**config.mk**
```make
export PLATFORM = sky130hd
export DESIGN_NAME = prefix_triggered_path_extractor_unit
export DESIGN_NICKNAME = d
export VERILOG_FILES = /design/src/rtl/ptpe_pkg.sv /design/src/rtl/prefix_triggered_path_extractor_unit.sv /design/src/rtl/ptpe_cfg_regs.sv /design/src/rtl/ptpe_scanner.sv
export SDC_FILE = /design/constraint.sdc
export NUM_CORES = 1
export LEC_CHECK = 0
export BUFFER_PORTS_ARGS = -buffer_cell sky130_fd_sc_hd__buf_4
export CORE_MARGIN = 1.5
export CORE_UTILIZATION = 60
export CTS_BUF_LIST = sky130_fd_sc_hd__clkbuf_16
export CTS_CLUSTER_SIZE = 40
export DETAILED_ROUTE_END_ITERATION = 7
export PLACE_DENSITY_LB_ADDON = 0.05
export REMOVE_ABC_BUFFERS = 1
export SLEW_MARGIN = 25
export SYNTH_ARGS = -nofsm -noshare
export SYNTH_HDL_FRONTEND = slang
export SYNTH_SLANG_ARGS = --single-unit
```
**constraint.sdc**
```tcl
create_clock -name clk -period 7.4 [get_ports clk]
set_clock_uncertainty 0.05 [all_clocks]
set_input_delay 1.11 -clock clk [delete_from_list [all_inputs] [get_ports clk]]
set_output_delay 1.11 -clock clk [all_outputs]
set_load 0.05 [all_outputs]
```
**src/rtl/ptpe_pkg.sv**
```systemverilog
// Package for the prefix triggered path extractor.
// Holds payload types, register and phase codes, and the URL character test.
// No dependencies; every other file of the block imports it.
package ptpe_pkg;

    // Default for the longest prefix that the block compares.
    localparam int PREFIX_MAX_DEFAULT = 32;

    // Configuration port geometry.
    localparam int CFG_INDEX_W = 3;
    localparam int CFG_DATA_W  = 64;
    localparam int LENGTH_W    = 6;
    localparam int WORD_BYTES  = 8;

    // Register indexes.
    localparam logic [CFG_INDEX_W-1:0] REG_PREFIX_WORD0 = 3'd0;
    localparam logic [CFG_INDEX_W-1:0] REG_PREFIX_WORD1 = 3'd1;
    localparam logic [CFG_INDEX_W-1:0] REG_PREFIX_WORD2 = 3'd2;
    localparam logic [CFG_INDEX_W-1:0] REG_PREFIX_WORD3 = 3'd3;
    localparam logic [CFG_INDEX_W-1:0] REG_PREFIX_LENGTH = 3'd4;

    // Scanner phase codes.
    localparam logic [1:0] PH_MATCH   = 2'd0;
    localparam logic [1:0] PH_FIRST   = 2'd1;
    localparam logic [1:0] PH_CAPTURE = 2'd2;

    // Captured byte count, saturating at two.
    localparam logic [1:0] CNT_NONE = 2'd0;
    localparam logic [1:0] CNT_ONE  = 2'd1;
    localparam logic [1:0] CNT_TWO  = 2'd2;

    typedef struct packed {
        logic [7:0] in_byte;
        logic       end_of_stream;
    } in_item_t;

    typedef struct packed {
        logic [7:0] path_byte;
        logic       path_last;
    } out_item_t;

    // Result of one scanner step.
    typedef struct packed {
        logic      valid;
        out_item_t item;
    } step_result_t;

    // True for a letter, a digit, or one of / . _ -
    function automatic logic url_char(input logic [7:0] b);
        logic is_lower;
        logic is_upper;
        logic is_digit;
        logic is_punct;
        is_lower = (b >= 8'h61) && (b <= 8'h7a);
        is_upper = (b >= 8'h41) && (b <= 8'h5a);
        is_digit = (b >= 8'h30) && (b <= 8'h39);
        is_punct = (b == 8'h2f) || (b == 8'h2e) || (b == 8'h5f) || (b == 8'h2d);
        return is_lower || is_upper || is_digit || is_punct;
    endfunction

endpackage

```
**src/rtl/prefix_triggered_path_extractor_unit.sv**
```systemverilog
// Top level of the prefix triggered path extractor.
// Input register, scanner, result register and configuration registers.
// Depends on ptpe_pkg, ptpe_cfg_regs and ptpe_scanner.
//
//   channel   direction  handshake                 word
//   in        input      in_valid / in_ready       in_data (in_byte, end_of_stream)
//   out       output     out_valid / out_ready     out_data (path_byte, path_last)
//   cfg       input      cfg_write_en              cfg_index, cfg_data
//
// One word is accepted per cycle unless the output stalls; a word's result, if any,
// is registered in the result register. The rate is set by the single scanner state
// update between the input and result registers. Reset clears the pipeline, the
// scanner and the registers. A stalled output holds its word while the input
// register keeps one more word, so input stalls only when both stages are full.
module prefix_triggered_path_extractor_unit
    import ptpe_pkg::*;
#(
    parameter int MAX_PREFIX = PREFIX_MAX_DEFAULT
)
(
    input  logic                   clk,
    input  logic                   rst_n,
    input  logic                   in_valid,
    output logic                   in_ready,
    input  in_item_t               in_data,
    output logic                   out_valid,
    input  logic                   out_ready,
    output out_item_t              out_data,
    input  logic                   cfg_write_en,
    input  logic [CFG_INDEX_W-1:0] cfg_index,
    input  logic [CFG_DATA_W-1:0]  cfg_data
);

    logic                s1_valid_reg;
    in_item_t            s1_item_reg;
    logic                out_valid_reg;
    out_item_t           out_item_reg;
    logic                s1_adv;
    step_result_t        result;
    logic [7:0]          prefix_bytes [MAX_PREFIX];
    logic [LENGTH_W-1:0] eff_length;

    ptpe_cfg_regs #(
        .MAX_PREFIX(MAX_PREFIX)
    ) u_cfg (
        .clk          (clk),
        .rst_n        (rst_n),
        .cfg_write_en (cfg_write_en),
        .cfg_index    (cfg_index),
        .cfg_data     (cfg_data),
        .prefix_bytes (prefix_bytes),
        .eff_length   (eff_length)
    );

    ptpe_scanner #(
        .MAX_PREFIX(MAX_PREFIX)
    ) u_scan (
        .clk          (clk),
        .rst_n        (rst_n),
        .step         (s1_adv),
        .item         (s1_item_reg),
        .prefix_bytes (prefix_bytes),
        .eff_length   (eff_length),
        .result       (result)
    );

    // The input stage moves on when the result register is free or draining.
    assign s1_adv   = s1_valid_reg && (!out_valid_reg || out_ready);
    assign in_ready = !s1_valid_reg || s1_adv;

    // Input register.
    always_ff @(posedge clk or negedge rst_n)
    begin
        if (!rst_n)
        begin
            s1_valid_reg <= 1'b0;
        end
        else if (in_ready)
        begin
            s1_valid_reg <= in_valid;
        end
    end

    always_ff @(posedge clk)
    begin
        if (in_valid && in_ready)
        begin
            s1_item_reg <= in_data;
        end
    end

    // Result register.
    always_ff @(posedge clk or negedge rst_n)
    begin
        if (!rst_n)
        begin
            out_valid_reg <= 1'b0;
        end
        else if (s1_adv)
        begin
            out_valid_reg <= result.valid;
        end
        else if (out_ready)
        begin
            out_valid_reg <= 1'b0;
        end
    end

    always_ff @(posedge clk)
    begin
        if (s1_adv && result.valid)
        begin
            out_item_reg <= result.item;
        end
    end

    assign out_valid = out_valid_reg;
    assign out_data  = out_item_reg;

    // A word waiting in the input stage is kept until the scanner takes it.
    a_s1_holds: assert property (
        @(posedge clk) disable iff (!rst_n)
        (s1_valid_reg && !s1_adv) |=> s1_valid_reg && $stable(s1_item_reg)
    ) else $error("input stage lost a word");

    // A result word is never overwritten before it is taken.
    a_no_overwrite: assert property (
        @(posedge clk) disable iff (!rst_n)
        (out_valid_reg && !out_ready) |-> !s1_adv
    ) else $error("result register overwritten while stalled");

endmodule

```
**src/rtl/ptpe_cfg_regs.sv**
```systemverilog
// Configuration registers of the path extractor: prefix bytes and length.
// Produces the prefix byte array and the clamped prefix length.
// Depends on ptpe_pkg.
module ptpe_cfg_regs
    import ptpe_pkg::*;
#(
    parameter int MAX_PREFIX = PREFIX_MAX_DEFAULT
)
(
    input  logic                   clk,
    input  logic                   rst_n,
    input  logic                   cfg_write_en,
    input  logic [CFG_INDEX_W-1:0] cfg_index,
    input  logic [CFG_DATA_W-1:0]  cfg_data,
    output logic [7:0]             prefix_bytes [MAX_PREFIX],
    output logic [LENGTH_W-1:0]    eff_length
);

    logic [7:0]          prefix_bytes_reg [MAX_PREFIX];
    logic [LENGTH_W-1:0] prefix_length_reg;

    // Each prefix byte lives in a fixed lane of one of the word registers.
    for (genvar g = 0; g < MAX_PREFIX; g++)
    begin : g_byte
        localparam int WORD_SEL = g / WORD_BYTES;
        localparam int BYTE_POS = g % WORD_BYTES;

        always_ff @(posedge clk or negedge rst_n)
        begin
            if (!rst_n)
            begin
                prefix_bytes_reg[g] <= 8'h00;
            end
            else if (cfg_write_en && (cfg_index == CFG_INDEX_W'(WORD_SEL)))
            begin
                prefix_bytes_reg[g] <= cfg_data[BYTE_POS*8 +: 8];
            end
        end
    end

    // Length register, reset to one.
    always_ff @(posedge clk or negedge rst_n)
    begin
        if (!rst_n)
        begin
            prefix_length_reg <= LENGTH_W'(1);
        end
        else if (cfg_write_en && (cfg_index == REG_PREFIX_LENGTH))
        begin
            prefix_length_reg <= cfg_data[LENGTH_W-1:0];
        end
    end

    // A length of zero acts as one, and anything above the maximum is clamped.
    always_comb
    begin
        if (prefix_length_reg == '0)
        begin
            eff_length = LENGTH_W'(1);
        end
        else if (prefix_length_reg > LENGTH_W'(MAX_PREFIX))
        begin
            eff_length = LENGTH_W'(MAX_PREFIX);
        end
        else
        begin
            eff_length = prefix_length_reg;
        end
    end

    assign prefix_bytes = prefix_bytes_reg;

endmodule

```
**src/rtl/ptpe_scanner.sv**
```systemverilog
// Scanner state and next-state logic of the path extractor.
// Matches the prefix, skips the first URL byte, and captures the path with one
// byte held back. Depends on ptpe_pkg.
module ptpe_scanner
    import ptpe_pkg::*;
#(
    parameter int MAX_PREFIX = PREFIX_MAX_DEFAULT
)
(
    input  logic                clk,
    input  logic                rst_n,
    input  logic                step,
    input  in_item_t            item,
    input  logic [7:0]          prefix_bytes [MAX_PREFIX],
    input  logic [LENGTH_W-1:0] eff_length,
    output step_result_t        result
);

    localparam int IDX_W = (MAX_PREFIX > 1) ? $clog2(MAX_PREFIX) : 1;

    logic [LENGTH_W-1:0] match_index_reg, match_index_next;
    logic [1:0]          phase_reg, phase_next;
    logic [7:0]          held_byte_reg, held_byte_next;
    logic [1:0]          captured_count_reg, captured_count_next;

    logic                is_url;
    logic [LENGTH_W-1:0] idx_base;
    logic [LENGTH_W-1:0] idx_inc;
    logic                run_match;

    assign is_url  = url_char(item.in_byte);

    // Next state and the result word of one step.
    always_comb
    begin
        match_index_next    = match_index_reg;
        phase_next          = phase_reg;
        held_byte_next      = held_byte_reg;
        captured_count_next = captured_count_reg;
        result.valid          = 1'b0;
        result.item.path_byte = held_byte_reg;
        result.item.path_last = 1'b0;
        run_match = 1'b0;
        idx_base  = match_index_reg;

        if (item.end_of_stream)
        begin
            // Close an open path and return to the reset state.
            if ((phase_reg == PH_CAPTURE) && captured_count_reg[1])
            begin
                result.valid          = 1'b1;
                result.item.path_last = 1'b1;
            end
            match_index_next    = '0;
            phase_next          = PH_MATCH;
            held_byte_next      = 8'h00;
            captured_count_next = CNT_NONE;
        end
        else if (phase_reg == PH_FIRST)
        begin
            // The byte after a full match is skipped but must be a URL byte.
            if (is_url)
            begin
                phase_next          = PH_CAPTURE;
                captured_count_next = CNT_NONE;
            end
            else
            begin
                phase_next       = PH_MATCH;
                match_index_next = '0;
            end
        end
        else if ((phase_reg == PH_CAPTURE) && is_url)
        begin
            // Emit the held byte once a newer one replaces it.
            if (captured_count_reg != CNT_NONE)
            begin
                result.valid        = 1'b1;
                captured_count_next = CNT_TWO;
            end
            else
            begin
                captured_count_next = CNT_ONE;
            end
            held_byte_next = item.in_byte;
        end
        else
        begin
            // A terminator ends the path and is then matched from zero.
            if (phase_reg == PH_CAPTURE)
            begin
                if (captured_count_reg[1])
                begin
                    result.valid          = 1'b1;
                    result.item.path_last = 1'b1;
                end
                held_byte_next      = 8'h00;
                captured_count_next = CNT_NONE;
                idx_base            = '0;
            end
            run_match = 1'b1;
        end

        idx_inc = idx_base + LENGTH_W'(1);

        // Prefix comparison, also for the unused phase code.
        if (run_match)
        begin
            phase_next = PH_MATCH;
            if (idx_base >= eff_length)
            begin
                // Length was lowered under a running match: treat as full.
                match_index_next = '0;
                if (is_url)
                begin
                    phase_next          = PH_CAPTURE;
                    captured_count_next = CNT_NONE;
                end
            end
            else if (item.in_byte == prefix_bytes[idx_base[IDX_W-1:0]])
            begin
                if (idx_inc >= eff_length)
                begin
                    phase_next       = PH_FIRST;
                    match_index_next = '0;
                end
                else
                begin
                    match_index_next = idx_inc;
                end
            end
            else
            begin
                match_index_next = '0;
            end
        end
    end

    // State registers advance once per processed item.
    always_ff @(posedge clk or negedge rst_n)
    begin
        if (!rst_n)
        begin
            match_index_reg    <= '0;
            phase_reg          <= PH_MATCH;
            held_byte_reg      <= 8'h00;
            captured_count_reg <= CNT_NONE;
        end
        else if (step)
        begin
            match_index_reg    <= match_index_next;
            phase_reg          <= phase_next;
            held_byte_reg      <= held_byte_next;
            captured_count_reg <= captured_count_next;
        end
    end

    // A path byte only comes out of a capture that already holds a byte.
    a_emit_from_capture: assert property (
        @(posedge clk) disable iff (!rst_n)
        (step && result.valid) |-> (phase_reg == PH_CAPTURE) && (captured_count_reg != CNT_NONE)
    ) else $error("path byte emitted outside a capture");

    // End of stream leaves the scanner in its reset state.
    a_eos_clears: assert property (
        @(posedge clk) disable iff (!rst_n)
        (step && item.end_of_stream) |=>
            (phase_reg == PH_MATCH) && (match_index_reg == '0) && (captured_count_reg == CNT_NONE)
    ) else $error("end of stream did not clear the scanner");

    // The skipped byte always restarts matching from zero.
    a_first_resets_index: assert property (
        @(posedge clk) disable iff (!rst_n)
        (step && (phase_reg == PH_FIRST)) |=> (match_index_reg == '0)
    ) else $error("match index not cleared after the skipped byte");

endmodule
```
==> impl_metrics.tcl, run 1 <==
set metrics [dict create \
    synth-seq-cells 300 \
    cts_buffers 30 \
    drt-total-wl_um 35260 \
    cpMaxStageDelayCell "a221o_4" \
    cp_num_buf_inv 1 \
    fp-row-count 57 \
    die_w_um 159.4 \
    hold_class "flip-flop to flip-flop" \
    status "finished, final reports clean" \
    dp.cells 1486 \
    cts_sinks 300 \
    crit_required_ns 7.83 \
    synthCells 1134 \
    setup_viol 0 \
    cts_setup_buffers 0 \
    placed_area_mm2 0.01557 \
    yosys_warnings 0 \
    cp_max_fo 30 \
    synthTopCellsByArea "dfrtp_1 (48%), mux2_2 (20%), mux4_2 (4.6%), edfxtp_1 (3.7%), mux2i_1 (2.6%)" \
    antenna_left 0 \
    r2r-start "s1_item_reg[7]" \
    cts_tree "built" \
    ir_drop_uv 194.6 \
    max_clock_freq_ghz 0.2153 \
    initialDrtViolationCount 664 \
    firstDrtPassIters 5 \
    crit_chain "o31a_1, o22ai_4, a221o_4, nand2_1, nand2_1, inv_1, ha_1, o21a_1, o21ai_0, nand2b_1, a21o_1, a2111o_1, a21oi_4, nand2_2, o31ai_1" \
    synth_flop_cell "dfrtp_1" \
    rsz0062_at_grt "false" \
    final_area_mm2 0.01673 \
    h-tree-depth 1 \
    finalCriticalPeriod_ns 4.645 \
    hold_start "u_scan.held_byte_reg[7]" \
    areaGrowthSynthToFinish_pct 14.01 \
    synth_cell_types 79 \
    drt-met1-wl_um 15490 \
    cp_slowest_stage_delay_ns 0.62 \
    place_congestion 0.9076 \
    synth_area_leader_cell "dfrtp_1" \
    viasPerCell 6.287 \
    grt_start_max_net_pins 183 \
    worst_pin_slew_ns 1.018 \
    cp.arrival_ns 5.07 \
    routedWlPerCell_um 22.83 \
    clk_pin_slew_ns 0.07 \
    dieArea_mm2 0.02540 \
    clk_latency_ns 0.58 \
    grt.overflow.total 0 \
    timing.final.ws_setup_ns 2.755 \
    layout_common_cells "dfrtp_1 (279), mux2_2 (267), buf_4 (106), nand2_1 (54), nor2_1 (45)" \
    grt_pass1_vias 9927 \
    synth_edf_count 18 \
    finalSetupTns_ns 0 \
    dpl_worst_slack_ns 2.866 \
    io_pins 92 \
    max-cap-violations 0 \
    clock-root-buffer "clkbuf_16" \
    crit_path_start "s1_item_reg[7]" \
    hold_slack_ns 0.4248 \
    port_buffers 91 \
    final_max_slew_viol_count 0 \
    grt.total_usage_pct 28.69 \
    powerDensity_mw_per_mm2 278.9 \
    num_antenna_cells 0 \
    crit_family "compound AO/OA/AOI/OAI gates" \
    cts.hold.buffers_added 0 \
    hpwl_um 22690 \
    hold_violations 0 \
    vias 9707 \
    nets 1290 \
    final_common_cell "dfrtp_1" \
    top_layer "met4" \
    async_reset_ff_share_pct 94.00 \
    power_leakage_nw 6.886 \
    cts_max_path_buffers 3 \
    worstSetupPathType "flip-flop to flip-flop" \
    cp-start-kind "flip-flop" \
    cpMostUsedCell "nand2_1" \
    avgSynthCellArea_um2 12.94 \
    period_share_pct 62.77 \
    initial_utilization_pct 60.68 \
    slew_headroom_pct 32.11 \
    antenna_found_initial 0 \
    met2_length_um 16370 \
    drive_above_1_share_pct 39.02 \
    core_mm2 0.02418 \
    synthesis.area_mm2 0.01467 \
    cts_resized 0 \
    synth.top_cell.area_share_pct 47.93 \
    grt_pass1_wl_um 57300 \
    yosysSeqAreaShare_pct 51.80 \
    routed-wl-met3_um 2189 \
    drc 0 \
    stdcell_count 1544 \
    largest_reg_flops 256 \
    cp-end-kind "flip-flop" \
    fp.dieH_um 159.4 \
]
area by class of cell:
type	count	area [µm²]
clock inverters	26	350.3
well taps	324	405.4
repair buffers	110	885.9
clock buffers	30	750.7
inverters	14	52.55
fillers	1744	7451
flip-flops and latches	300	7604
multi-input cells	740	6678
cells by family (layout without fill, tap and decap cells):
| kind of cell | after synthesis | after routing | synth area share [%] |
|---|---|---|---|
| muxes | 335 | 335 | 27.69 |
| DFF | 300 | 300 | 51.80 |
| AOI/OAI and AO/OA | 206 | 206 | 9.953 |
| and+or+nand+nor | 171 | 171 | 5.595 |
| buffers and inverters | 94 | 180 | 2.908 |
| xor gates and xnor gates | 15 | 15 | 0.9467 |
| adders and majority gates | 13 | 13 | 1.109 |
synthesized netlist by cell type, types with 4 or more instances:
| library cell | count |
|---|---|
| edfxtp_1 | 18 |
| and3_1 | 9 |
| mux2i_1 | 38 |
| o221ai_1 | 5 |
| a22oi_1 | 7 |
| clkbuf_1 | 50 |
| nand2b_1 | 11 |
| nand3_1 | 10 |
| mux2_2 | 267 |
| nor2b_1 | 4 |
| nand2_1 | 54 |
| ha_1 | 13 |
| mux4_2 | 30 |
| o21a_1 | 4 |
| nor3_1 | 8 |
| inv_1 | 13 |
| o21ai_1 | 5 |
| nand4_1 | 9 |
| a31oi_1 | 5 |
| o21ai_0 | 44 |
| o211ai_1 | 7 |
| a221o_1 | 6 |
| o22ai_1 | 23 |
| xnor2_1 | 11 |
| a211oi_1 | 7 |
| buf_4 | 4 |
| a21oi_1 | 39 |
| nor2_1 | 46 |
| a2111oi_0 | 4 |
| dfrtp_1 | 281 |
| buf_2 | 20 |
path summary, 6_finish.rpt:
| kind | depth (start not counted) | end | slack [ns] |
|---|---|---|---|
| worst max register to register | 15 | u_scan.phase_reg[0] | 2.76 |
| worst min-delay path | 0 | out_data[8] | 0.42 |
| min in group asynchronous | 1 | u_cfg.prefix_bytes[8] | 0.53 |
| worst min register to register | 0 | out_data[8] | 0.42 |
| worst max-delay path | 15 | u_scan.phase_reg[0] | 2.76 |
| max in group asynchronous | 3 | u_cfg.prefix_bytes[191] | 5.33 |
stage by stage:
step,power [mW],util (%)
floorplan,2.714,-
global placement,2.970,64.40
detailed placement,3.002,64.40
CTS,4.693,68.95
global route,4.869,69.18
finish,4.665,69.18
power by group:
part           internal (mW)  switching (mW)
Sequential              1.99           0.202
Clock                   1.02           0.661
Combinational          0.443           0.353
Total                   3.45            1.22
worst reg2reg max path, stage by stage, from the launching register on:
cell and delay, ns:
edfxtp_1 0.58, o31a_1 0.25, o22ai_4 0.10, a221o_4 0.62
nand2_1 0.51, nand2_1 0.31, inv_1 0.38, ha_1 0.30
o21a_1 0.10, o21ai_0 0.16, nand2b_1 0.08, a21o_1 0.22
a2111o_1 0.39, a21oi_4 0.21, nand2_2 0.09, o31ai_1 0.22
metal layers:
| layer | up-vias | global-route usage (%) |
|---|---|---|
| met1 | 4960 | 40.66 |
| met4 | 0 | 10.25 |
| met3 | 69 | 5.314 |
| met2 | 317 | 44.70 |
| met5 | - | 0 |
| li1 | 4361 | - |
Power figures use the tool's default switching activity.
==> inputs of run 2 (changes only) <==
Clock period 7.4 ns to 4.4 ns, I/O delays scaled along.
==> run 2 against run 1 <==
Sequential share of layout area decreased by 0.15 points. Critical path depth unchanged. First-iteration DRC count increased by 0.75%. Register-to-register slack got worse by 2.2 ns. Flip-flop and latch count unchanged. Critical endpoint is now u_scan.match_index_reg[4]. Largest cell class unchanged.
==> impl_metrics.tcl, run 2 (synthesis gave the netlist of run 1 again) <==
set metrics [dict create \
    firstDrtPassIters 5 \
    antenna_left 0 \
    cp.arrival_ns 4.27 \
    h-tree-depth 1 \
    crit_chain "o31a_1, o22ai_4, a221o_4, a21oi_2, ha_1, a21boi_0, o21a_1, o21a_1, o21ai_0, nand2b_1, a21o_1, a2111o_1, a21oi_4, nand2_2, o31ai_1" \
    ir_drop_uv 406.0 \
    clk_latency_ns 0.55 \
    hpwl_um 23380 \
    core_mm2 0.02418 \
    fp-row-count 57 \
    worstSetupPathType "flip-flop to flip-flop" \
    grt_pass1_vias 9890 \
    routedWlPerCell_um 22.76 \
    period_share_pct 87.75 \
    worst_pin_slew_ns 1.026 \
    crit_path_start "s1_item_reg[7]" \
    fp.dieH_um 159.4 \
    initial_utilization_pct 60.68 \
    crit_required_ns 4.81 \
    regToRegSetupSlack_ns 0.54 \
    place_congestion 0.8980 \
    final_common_cell "dfrtp_1" \
    timing.final.ws_setup_ns 0.5389 \
    drive_above_1_share_pct 39.72 \
    port_buffers 91 \
    cp-end-kind "flip-flop" \
    antenna_found_initial 0 \
    num_antenna_cells 0 \
    powerDensity_mw_per_mm2 452.9 \
    grt_start_max_net_pins 89 \
    grt_pass1_wl_um 57510 \
    cts_tree "built" \
    cts_max_path_buffers 3 \
    cpMaxStageDelayCell "edfxtp_1" \
    cp_slowest_stage_delay_ns 0.60 \
    cts_resized 0 \
    cp-endpoint "u_scan.match_index_reg[4]" \
    max-cap-violations 0 \
    r2r-start "s1_item_reg[7]" \
    cts.hold.buffers_added 0 \
    grt.total_usage_pct 28.70 \
    nets 1306 \
    hold_violations 0 \
    slew_headroom_pct 31.58 \
    clock-root-buffer "clkbuf_16" \
    cts_setup_buffers 0 \
    rr_worst_depth 15 \
    final_max_slew_viol_count 0 \
    dpl_worst_slack_ns 0.5503 \
    viasPerCell 6.288 \
    drc 0 \
    die_w_um 159.4 \
    cp_max_fo 10 \
    fill_cells 1704 \
    vias 9810 \
    hold_class "primary input to async pin" \
    grt.overflow.total 0 \
    power_leakage_nw 6.953 \
    areaGrowthSynthToFinish_pct 14.39 \
    cp-start-kind "flip-flop" \
    clk_pin_slew_ns 0.06 \
    status "finished, final reports clean" \
    layout_common_cells "dfrtp_1 (279), mux2_2 (267), buf_4 (118), nand2_1 (54), nor2_1 (45)" \
    cts_buffers 31 \
    dieArea_mm2 0.02540 \
    drt-total-wl_um 35510 \
    finalCriticalPeriod_ns 3.861 \
    largest_reg_flops 256 \
    max_clock_freq_ghz 0.2590 \
    rsz0062_at_grt "false" \
    finish.utilization_pct 69.41 \
    io_pins 92 \
    cts_sinks 300 \
    setup_viol 0 \
    initialDrtViolationCount 669 \
    cpMostUsedCell "o21a_1" \
    r2r_end "u_scan.match_index_reg[4]" \
]
[run 2: how the worst min path moves through the flow]
| stage | start | endpoint | cells past startpoint |
|---|---|---|---|
| global placement | u_scan.held_byte_reg[7] | out_data[8] | 0 |
| floorplan | rst_n | out_valid | 0 |
| finish | rst_n | u_cfg.prefix_bytes[0] | 1 |
| global route | rst_n | u_cfg.prefix_bytes[16] | 1 |
| CTS | rst_n | u_cfg.prefix_bytes[64] | 1 |
| detailed placement | u_scan.held_byte_reg[7] | out_data[8] | 0 |
[run 2: metrics by stage]
step	cells	cell area, µm²	hold slack (ns)	TNS (ns)	total power [mW]
after detailed placement	1502	15750	0.3947	0	5.041
after global placement	1502	15740	0.3888	0	4.985
after CTS	1559	16750	0.08721	0	7.634
after global routing	1560	16780	0.1204	0	7.946
after floorplan	1054	14300	0.3144	-138.19	4.564
final	1560	16780	0.04901	0	7.600
[run 2: power breakdown]
part,internal [mW],total [mW],switching [mW]
Combinational,0.750,1.34,0.587
Sequential,3.34,3.67,0.327
Clock,1.54,2.60,1.06
Total,5.63,7.60,1.97
[run 2: layout make-up]
cell class / instances / area (µm²) / share of cell area [%]
Tap cell: 324 / 405.4 / 2.416
Multi-Input combinational cell: 740 / 6683 / 39.82
Sequential cell: 300 / 7604 / 45.31
Timing Repair Buffer: 125 / 1028 / 6.129
Inverter: 14 / 52.55 / 0.3132
Clock buffer: 32 / 800.8 / 4.772
Clock inverter: 25 / 207.7 / 1.238
[run 2: metal layers]
layer / share of wire, % / vias to the layer above / global-route usage, % / wire length [µm]
li1: - / 4394 / - / -
met1: 45 / 5076 / 42.26 / 16130
met2: 47 / 284 / 45.24 / 16650
met3: 5.3 / 56 / 3.673 / 1869
met4: 2.4 / 0 / 7.976 / 856
met5: 0 / - / 0 / 0
[run 2: critical path: cells and delay by family (launching register included)]
| family | cells | cell delay (ns) |
|---|---|---|
| adder cells (fa/ha/maj) | 1 | 0.25 |
| flip-flops | 1 | 0.60 |
| AND/OR/NAND/NOR | 2 | 0.15 |
| AO/OA/AOI/OAI | 12 | 2.69 |
